===== src/rtl/ppc_pkg.sv =====
// Shared types and constants for the premultiplied pixel converter.
// No dependencies; imported by premultiplied_pixel_converter_core.
package ppc_pkg;

  localparam int DATA_W  = 64;
  localparam int CH_W    = 8;
  localparam int ACC_W   = 16;
  localparam int NUM_CH  = 3;
  localparam int NUM_STG = 4;

  localparam logic [CH_W-1:0]  FULL_ALPHA = 8'hFF;
  localparam logic [ACC_W-1:0] ROUND_BIAS = 16'd254;

  localparam logic MODE_READ  = 1'b0;
  localparam logic MODE_WRITE = 1'b1;

  typedef struct packed {
    logic [ACC_W-1:0] acc;
    logic [CH_W-1:0]  quo;
    logic [CH_W-1:0]  col;
    logic             sat;
  } lane_t;

  typedef struct packed {
    logic                     mode;
    logic [CH_W-1:0]          alpha;
    logic                     scale;
    lane_t [NUM_CH-1:0]       lane;
  } stage_t;

endpackage


===== src/rtl/premultiplied_pixel_converter_core.sv =====
// Premultiplied ARGB32<->RGBA byte converter, pipelined, a word/cycle unless stalled.
// Depends on ppc_pkg for stage types and constants.
//
// channel  dir  ports                      tdata / tuser
// in       in   in_tvalid/tready/tdata     surface_word, red, green, blue, alpha
//                   /tuser                  tuser: mode
// out      out  out_tvalid/tready/tdata    word_out, red, green, blue, alpha
// cfg      in   cfg_wen/cfg_wdata          byte_side_straight
//
// One word per cycle unless the output stalls; unpremultiply uses a radix-4
// restoring divider (two quotient bits per stage).
// Write mode scales with an 8x8 multiply and a divide-by-255 fold.
// Reset is synchronous, active low; byte_side_straight resets to 1.
// The whole pipeline holds when the output word is valid and not taken.
module premultiplied_pixel_converter_core (
  input  logic                      clk,
  input  logic                      rst_n,
  input  logic                      in_tvalid,
  output logic                      in_tready,
  input  logic [ppc_pkg::DATA_W-1:0] in_tdata,  // surface_word, red, green, blue, alpha
  input  logic                      in_tuser,   // mode
  output logic                      out_tvalid,
  input  logic                      out_tready,
  output logic [ppc_pkg::DATA_W-1:0] out_tdata, // word_out, red, green, blue, alpha
  input  logic                      cfg_wen,
  input  logic                      cfg_wdata   // byte_side_straight
);
  import ppc_pkg::*;

  logic                  straight_r;
  logic                  vld_r   [1:NUM_STG];
  stage_t                s_r     [1:NUM_STG];
  stage_t                s_nxt   [1:NUM_STG];
  logic                  out_vld_r;
  logic [DATA_W-1:0]     out_data_r;
  logic [DATA_W-1:0]     out_data_nxt;
  logic                  adv;

  function automatic lane_t div_step(lane_t l, logic [CH_W-1:0] a, logic [2:0] sh);
    logic [ACC_W-1:0] d;
    lane_t            o;
    o = l;
    d = {{(ACC_W-CH_W){1'b0}}, a} << sh;
    if (o.acc >= d) begin
      o.acc     = o.acc - d;
      o.quo[sh] = 1'b1;
    end
    return o;
  endfunction

  function automatic logic [CH_W-1:0] div255(logic [ACC_W-1:0] x);
    logic [ACC_W:0] t;
    t = {1'b0, x} + {{ACC_W{1'b0}}, 1'b1} + {1'b0, (x >> CH_W)};
    return t[ACC_W-1:CH_W];
  endfunction

  assign adv        = !out_vld_r || out_tready;
  assign in_tready  = adv;
  assign out_tvalid = out_vld_r;
  assign out_tdata  = out_data_r;

  always_comb begin
    logic [CH_W-1:0] c [NUM_CH];
    logic [CH_W-1:0] a;
    logic [CH_W-1:0] ch [NUM_CH];
    stage_t          fin;

    // stage 1: unpack and form dividend or product
    s_nxt[1].mode = in_tuser;
    if (in_tuser == MODE_READ) begin
      a    = in_tdata[31:24];
      c[2] = in_tdata[23:16];
      c[1] = in_tdata[15:8];
      c[0] = in_tdata[7:0];
      s_nxt[1].scale = straight_r && (a != '0) && (a != FULL_ALPHA);
    end else begin
      a    = in_tdata[63:56];
      c[2] = in_tdata[39:32];
      c[1] = in_tdata[47:40];
      c[0] = in_tdata[55:48];
      s_nxt[1].scale = straight_r && (a != FULL_ALPHA);
    end
    s_nxt[1].alpha = a;
    for (int i = 0; i < NUM_CH; i++) begin
      s_nxt[1].lane[i].col = c[i];
      s_nxt[1].lane[i].quo = '0;
      s_nxt[1].lane[i].sat = (c[i] >= a);
      if (in_tuser == MODE_READ) begin
        s_nxt[1].lane[i].acc = {c[i], {CH_W{1'b0}}} - {{(ACC_W-CH_W){1'b0}}, c[i]};
      end else begin
        s_nxt[1].lane[i].acc = ({{(ACC_W-CH_W){1'b0}}, c[i]} *
                                {{(ACC_W-CH_W){1'b0}}, a}) + ROUND_BIAS;
      end
    end

    // stages 2..N: two read quotient bits per stage, write quotient in stage 2
    for (int k = 2; k <= NUM_STG; k++) begin
      s_nxt[k] = s_r[k-1];
      for (int i = 0; i < NUM_CH; i++) begin
        if (s_r[k-1].mode == MODE_READ) begin
          s_nxt[k].lane[i] = div_step(
            div_step(s_r[k-1].lane[i], s_r[k-1].alpha, 3'(2*(NUM_STG-k)+3)),
            s_r[k-1].alpha, 3'(2*(NUM_STG-k)+2));
        end else if (k == 2) begin
          s_nxt[k].lane[i].quo = div255(s_r[k-1].lane[i].acc);
        end
      end
    end

    // output stage: last two quotient bits, saturate and pack
    fin = s_r[NUM_STG];
    for (int i = 0; i < NUM_CH; i++) begin
      if (fin.mode == MODE_READ) begin
        fin.lane[i] = div_step(div_step(fin.lane[i], fin.alpha, 3'd1), fin.alpha, 3'd0);
      end
      if (!fin.scale) begin
        ch[i] = fin.lane[i].col;
      end else if (fin.mode == MODE_READ && fin.lane[i].sat) begin
        ch[i] = FULL_ALPHA;
      end else begin
        ch[i] = fin.lane[i].quo;
      end
    end
    if (fin.mode == MODE_READ) begin
      out_data_nxt = {fin.alpha, ch[0], ch[1], ch[2], 32'd0};
    end else begin
      out_data_nxt = {32'd0, fin.alpha, ch[2], ch[1], ch[0]};
    end
  end

  always_ff @(posedge clk) begin
    if (!rst_n) begin
      straight_r <= 1'b1;
      out_vld_r  <= 1'b0;
      for (int k = 1; k <= NUM_STG; k++) begin
        vld_r[k] <= 1'b0;
      end
    end else begin
      if (cfg_wen) begin
        straight_r <= cfg_wdata;
      end
      if (adv) begin
        vld_r[1]  <= in_tvalid;
        for (int k = 2; k <= NUM_STG; k++) begin
          vld_r[k] <= vld_r[k-1];
        end
        out_vld_r <= vld_r[NUM_STG];
      end
    end
  end

  always_ff @(posedge clk) begin
    if (adv) begin
      for (int k = 1; k <= NUM_STG; k++) begin
        s_r[k] <= s_nxt[k];
      end
      out_data_r <= out_data_nxt;
    end
  end

`ifndef SYNTH
  a_mode_exclusive: assert property (@(posedge clk) disable iff (!rst_n)
    out_tvalid && (out_tdata[31:0] != 32'd0) |-> (out_tdata[63:32] == 32'd0))
    else $error("read and write fields both nonzero");

  a_div_remainder: assert property (@(posedge clk) disable iff (!rst_n)
    vld_r[NUM_STG] && s_r[NUM_STG].mode == MODE_READ && s_r[NUM_STG].scale &&
    !s_r[NUM_STG].lane[0].sat |->
    (s_r[NUM_STG].lane[0].acc < ({{(ACC_W-CH_W){1'b0}}, s_r[NUM_STG].alpha} << 2)))
    else $error("divider remainder out of range");

  a_stall_holds_valids: assert property (@(posedge clk) disable iff (!rst_n)
    !adv |=> (vld_r[1] == $past(vld_r[1])) && (vld_r[NUM_STG] == $past(vld_r[NUM_STG])))
    else $error("pipeline valid changed during stall");
`endif

endmodule

===== config.mk =====
export PLATFORM = sky130hd
export DESIGN_NAME = premultiplied_pixel_converter_core
export DESIGN_NICKNAME = d
export VERILOG_FILES = /design/src/rtl/ppc_pkg.sv /design/src/rtl/premultiplied_pixel_converter_core.sv
export SDC_FILE = /design/constraint.sdc
export NUM_CORES = 2
export LEC_CHECK = 0
export CORE_MARGIN = 2
export CORE_UTILIZATION = 35
export DETAILED_ROUTE_END_ITERATION = 8
export DONT_BUFFER_PORTS = 1
export PLACE_DENSITY = 0.46
export SLEW_MARGIN = 15
export SYNTH_ARGS = -nofsm -noshare
export SYNTH_HDL_FRONTEND = slang
export SYNTH_SLANG_ARGS = --single-unit

===== constraint.sdc =====
create_clock -name clk -period 27.6 [get_ports clk]
set_input_delay 1.38 -clock clk [delete_from_list [all_inputs] [get_ports clk]]
set_output_delay 1.38 -clock clk [all_outputs]
set_load 0.02 [all_outputs]

==> results_dict.tcl <==
set metrics [dict create \
    synth_area_leaders "edfxtp_1, ha_1, fa_1" \
    rr_startpoint "s_r[0][430]$_DFFE_PP_" \
    worstMarginPinSlew_ps 1090 \
    max_freq_mhz 151 \
    p_clk_share_pct 14.7 \
    syn_inst 3820 \
    hold_path_class "register to register" \
    vias_per_cell 5.27 \
    wl_per_cell_um 20.8 \
    numClockSinks 482 \
    p_sw_mw 2.43 \
    cts-resized-gates 0 \
    core_mm2 0.108 \
    fin_setup_tns_ps 0 \
    syn_nets 4398 \
    cts_setup_buffers 0 \
    vdd_drop_max_mv 0.0618 \
    grt_pass1_wl_mm 167 \
    r2r_end "s_r[0][490]$_DFFE_PP_" \
    htreeDepth 2 \
    hpwl_mm 84.8 \
    clk_root_buffer_cell "clkbuf_16" \
    p_comb_share_pct 59.9 \
    syn_area_per_cell_um2 9.97 \
    clk_pin_slew_ps 60 \
    tritoncts "done" \
    antenna_found_initial 3 \
    relSlewSlack_pct 25.1 \
    synth_seq_cells 482 \
    synth_common_cells "edfxtp_1, inv_1, ha_1" \
    ys_seq_area_share_pct 38.0 \
    power.leakage_nw 17.6 \
    cts.path.max_buffers 3 \
    yosysTopAreaCellShare_pct 37.9 \
    setup.worst_path.start "in_tuser" \
    totalWireLength_mm 110 \
    cts_buffers 57 \
    cp_data_arrival_time_ps 7000 \
    ys.warnings.count 0 \
    setup.worst_path.end "s_r[0][141]$_DFFE_PP_" \
    placedCellCount 5161 \
    dieArea_mm2 0.111 \
    internal_power_mw 3.00 \
    die_h_um 334 \
    die_width_um 334 \
    synth_top_cell_by_area "edfxtp_1" \
    p_sw_share_pct 44.8 \
    initialDrtViolationCount 1737 \
    grt_pass1_vias 26979 \
    grt_max_degree 139 \
    max_cap_viol_count 0 \
    p_per_area_mw_per_mm2 130 \
    n_fill_cell 10693 \
    slew_viol_final 0 \
    area_growth_syn_to_layout_pct 9.77 \
    initial_core_util_pct 35.4 \
    endpoint_kind "register" \
    postCtsHoldBufs 0 \
    port-buffer-count 0 \
    finalSetupViolCount 0 \
    critPathMaxFanout 95 \
    rows 120 \
    routabilityCongestion 0.835 \
    track_usage_pct 19.4 \
    drtAntennaViolNets 0 \
    skew_ps 33.3 \
    io_pins 137 \
    via_count 27779 \
    insertion_delay_ps 640 \
    rrSetupSlack_ps 21170 \
    drc 0 \
    synth_area_mm2 0.0381 \
    fin_nets 4395 \
    yosysMostFrequentCell "edfxtp_1" \
    period_minus_slack_ps 6630 \
    synthArstFlopShare_pct 0 \
    crit_type "input pin to register" \
    period_share_pct 24.0 \
    overflow 0 \
    ys_types 105 \
    hold_viol 0 \
    cp.required_ps 27970 \
    drtPass1Iterations 5 \
    fin_cells 5270 \
    ys.flop_type "edfxtp_1" \
    p_seq_share_pct 25.4 \
    status "completed" \
    worstRegToRegCells 16 \
    drive_gt1_share_pct 6.16 \
    startpoint_type "input pin" \
    rsz0062_at_grt "false" \
    synth_edf_count 480 \
]
worst max-delay path: stages:
cell,delay [ps]
mux2i_1,670
clkinv_1,570
buf_4,370
nand2_1,100
fa_1,400
inv_1,80
fa_1,430
fa_1,490
inv_1,50
fa_1,520
inv_1,40
ha_1,320
nor2b_1,140
o21ai_0,220
a21oi_1,140
o211ai_1,250
a21oi_1,130
nor3_1,260
nor3_1,90
o31a_1,230
routing by layer:
metal	vias to the layer above	part of all wire [%]	routed length [um]	track usage [%]
met2	565	45	49400	30.9
met4	0	2.9	3230	5.88
li1	13768	-	-	-
met5	-	0	0	0
met3	125	3.9	4260	2.52
met1	13321	48	52600	27.5
placed cells by master, fill, tap and decap left out, types with 23 or more instances in the layout:
master     netlist  routed
a21oi_1        245     245
or3_1           27      27
xnor2_1        107     107
clkbuf_16        0      58
edfxtp_1       480     480
a211oi_1        24      24
nor3_1          88      88
nor2_1         333     333
xor2_1          84      84
inv_1          375     373
and2_1          35      35
nand4_1         40      40
o211ai_1        37      37
nand3_1         60      60
o21ai_0        195     195
o21a_1          55      55
a31oi_1         34      34
ha_1           360     360
a21o_1          69      69
mux2_2          41      41
buf_4            1      46
fa_1           147     147
nand2b_1        39      39
nor2b_1         66      66
clkinv_1         8      23
nand2_1        318     318
o31ai_1         26      26
mux2i_1         97      95
registers in the layout, indices dropped and copies added, names as in the netlist:
register / flops
s_r: 412
out_tdata: 64
vld_r: 4
out_tvalid: 1
straight_r: 1
worst min path at each step:
stage	end	startpoint	cells after the start
floorplan	s_r[0][218]$_DFFE_PP_	s_r[0][109]$_DFFE_PP_	0
global placement	s_r[0][365]$_DFFE_PP_	s_r[0][256]$_DFFE_PP_	0
global route	s_r[0][502]$_DFFE_PP_	s_r[0][393]$_DFFE_PP_	0
CTS	s_r[0][502]$_DFFE_PP_	s_r[0][393]$_DFFE_PP_	0
detailed placement	s_r[0][332]$_DFFE_PP_	s_r[0][223]$_DFFE_PP_	0
finish	s_r[0][478]$_DFFE_PP_	s_r[0][369]$_DFFE_PP_	0
power groups by stage:
stage          clock, mW  sequential (mW)  combinational (mW)
2_1_floorplan          0             1.26                2.59
3_3_place_gp           0             1.39                3.24
3_5_place_dp           0             1.39                3.23
4_1_cts            0.821             1.38                3.25
5_1_grt            0.848             1.41                3.70
6_report           0.798             1.38                3.26
area by class of cell:
| class | count | area, um^2 | area share [%] |
|---|---|---|---|
| antenna | 1 | 2.50 | 0.00599 |
| clock buffer | 62 | 1470 | 3.51 |
| clock inverter | 46 | 552 | 1.32 |
| inverter | 383 | 1450 | 3.46 |
| multi-input combinational | 2846 | 21700 | 52.0 |
| sequential | 482 | 14500 | 34.6 |
| tap | 1403 | 1760 | 4.20 |
| timing repair buffer | 47 | 365 | 0.874 |
kinds of logic after synthesis:
group / Yosys count / share of synthesized area [%]
DFF: 482 / 38.0
muxes: 138 / 3.76
and+or+nand+nor: 1134 / 14.4
buffers and inverters: 492 / 4.92
adders and majority gates: 507 / 19.6
xor gates and xnor gates: 191 / 4.39
AOI/OAI and AO/OA: 876 / 15.0
stage by stage:
stage          cell area, um^2  utilization [%]  hold WS (ps)  total power [mW]  setup slack, ps
6_report                 41800             38.9           416              5.43            20970
3_5_place_dp             39800             37.0           405              4.62            20420
5_1_grt                  41800             38.9           423              5.95            20660
3_3_place_gp             39800             37.0           402              4.63            20460
2_1_floorplan            38100                -           400              3.85            15440
4_1_cts                  41800             38.9           419              5.45            21070
Note: power is estimated with default switching activity, not from simulation.
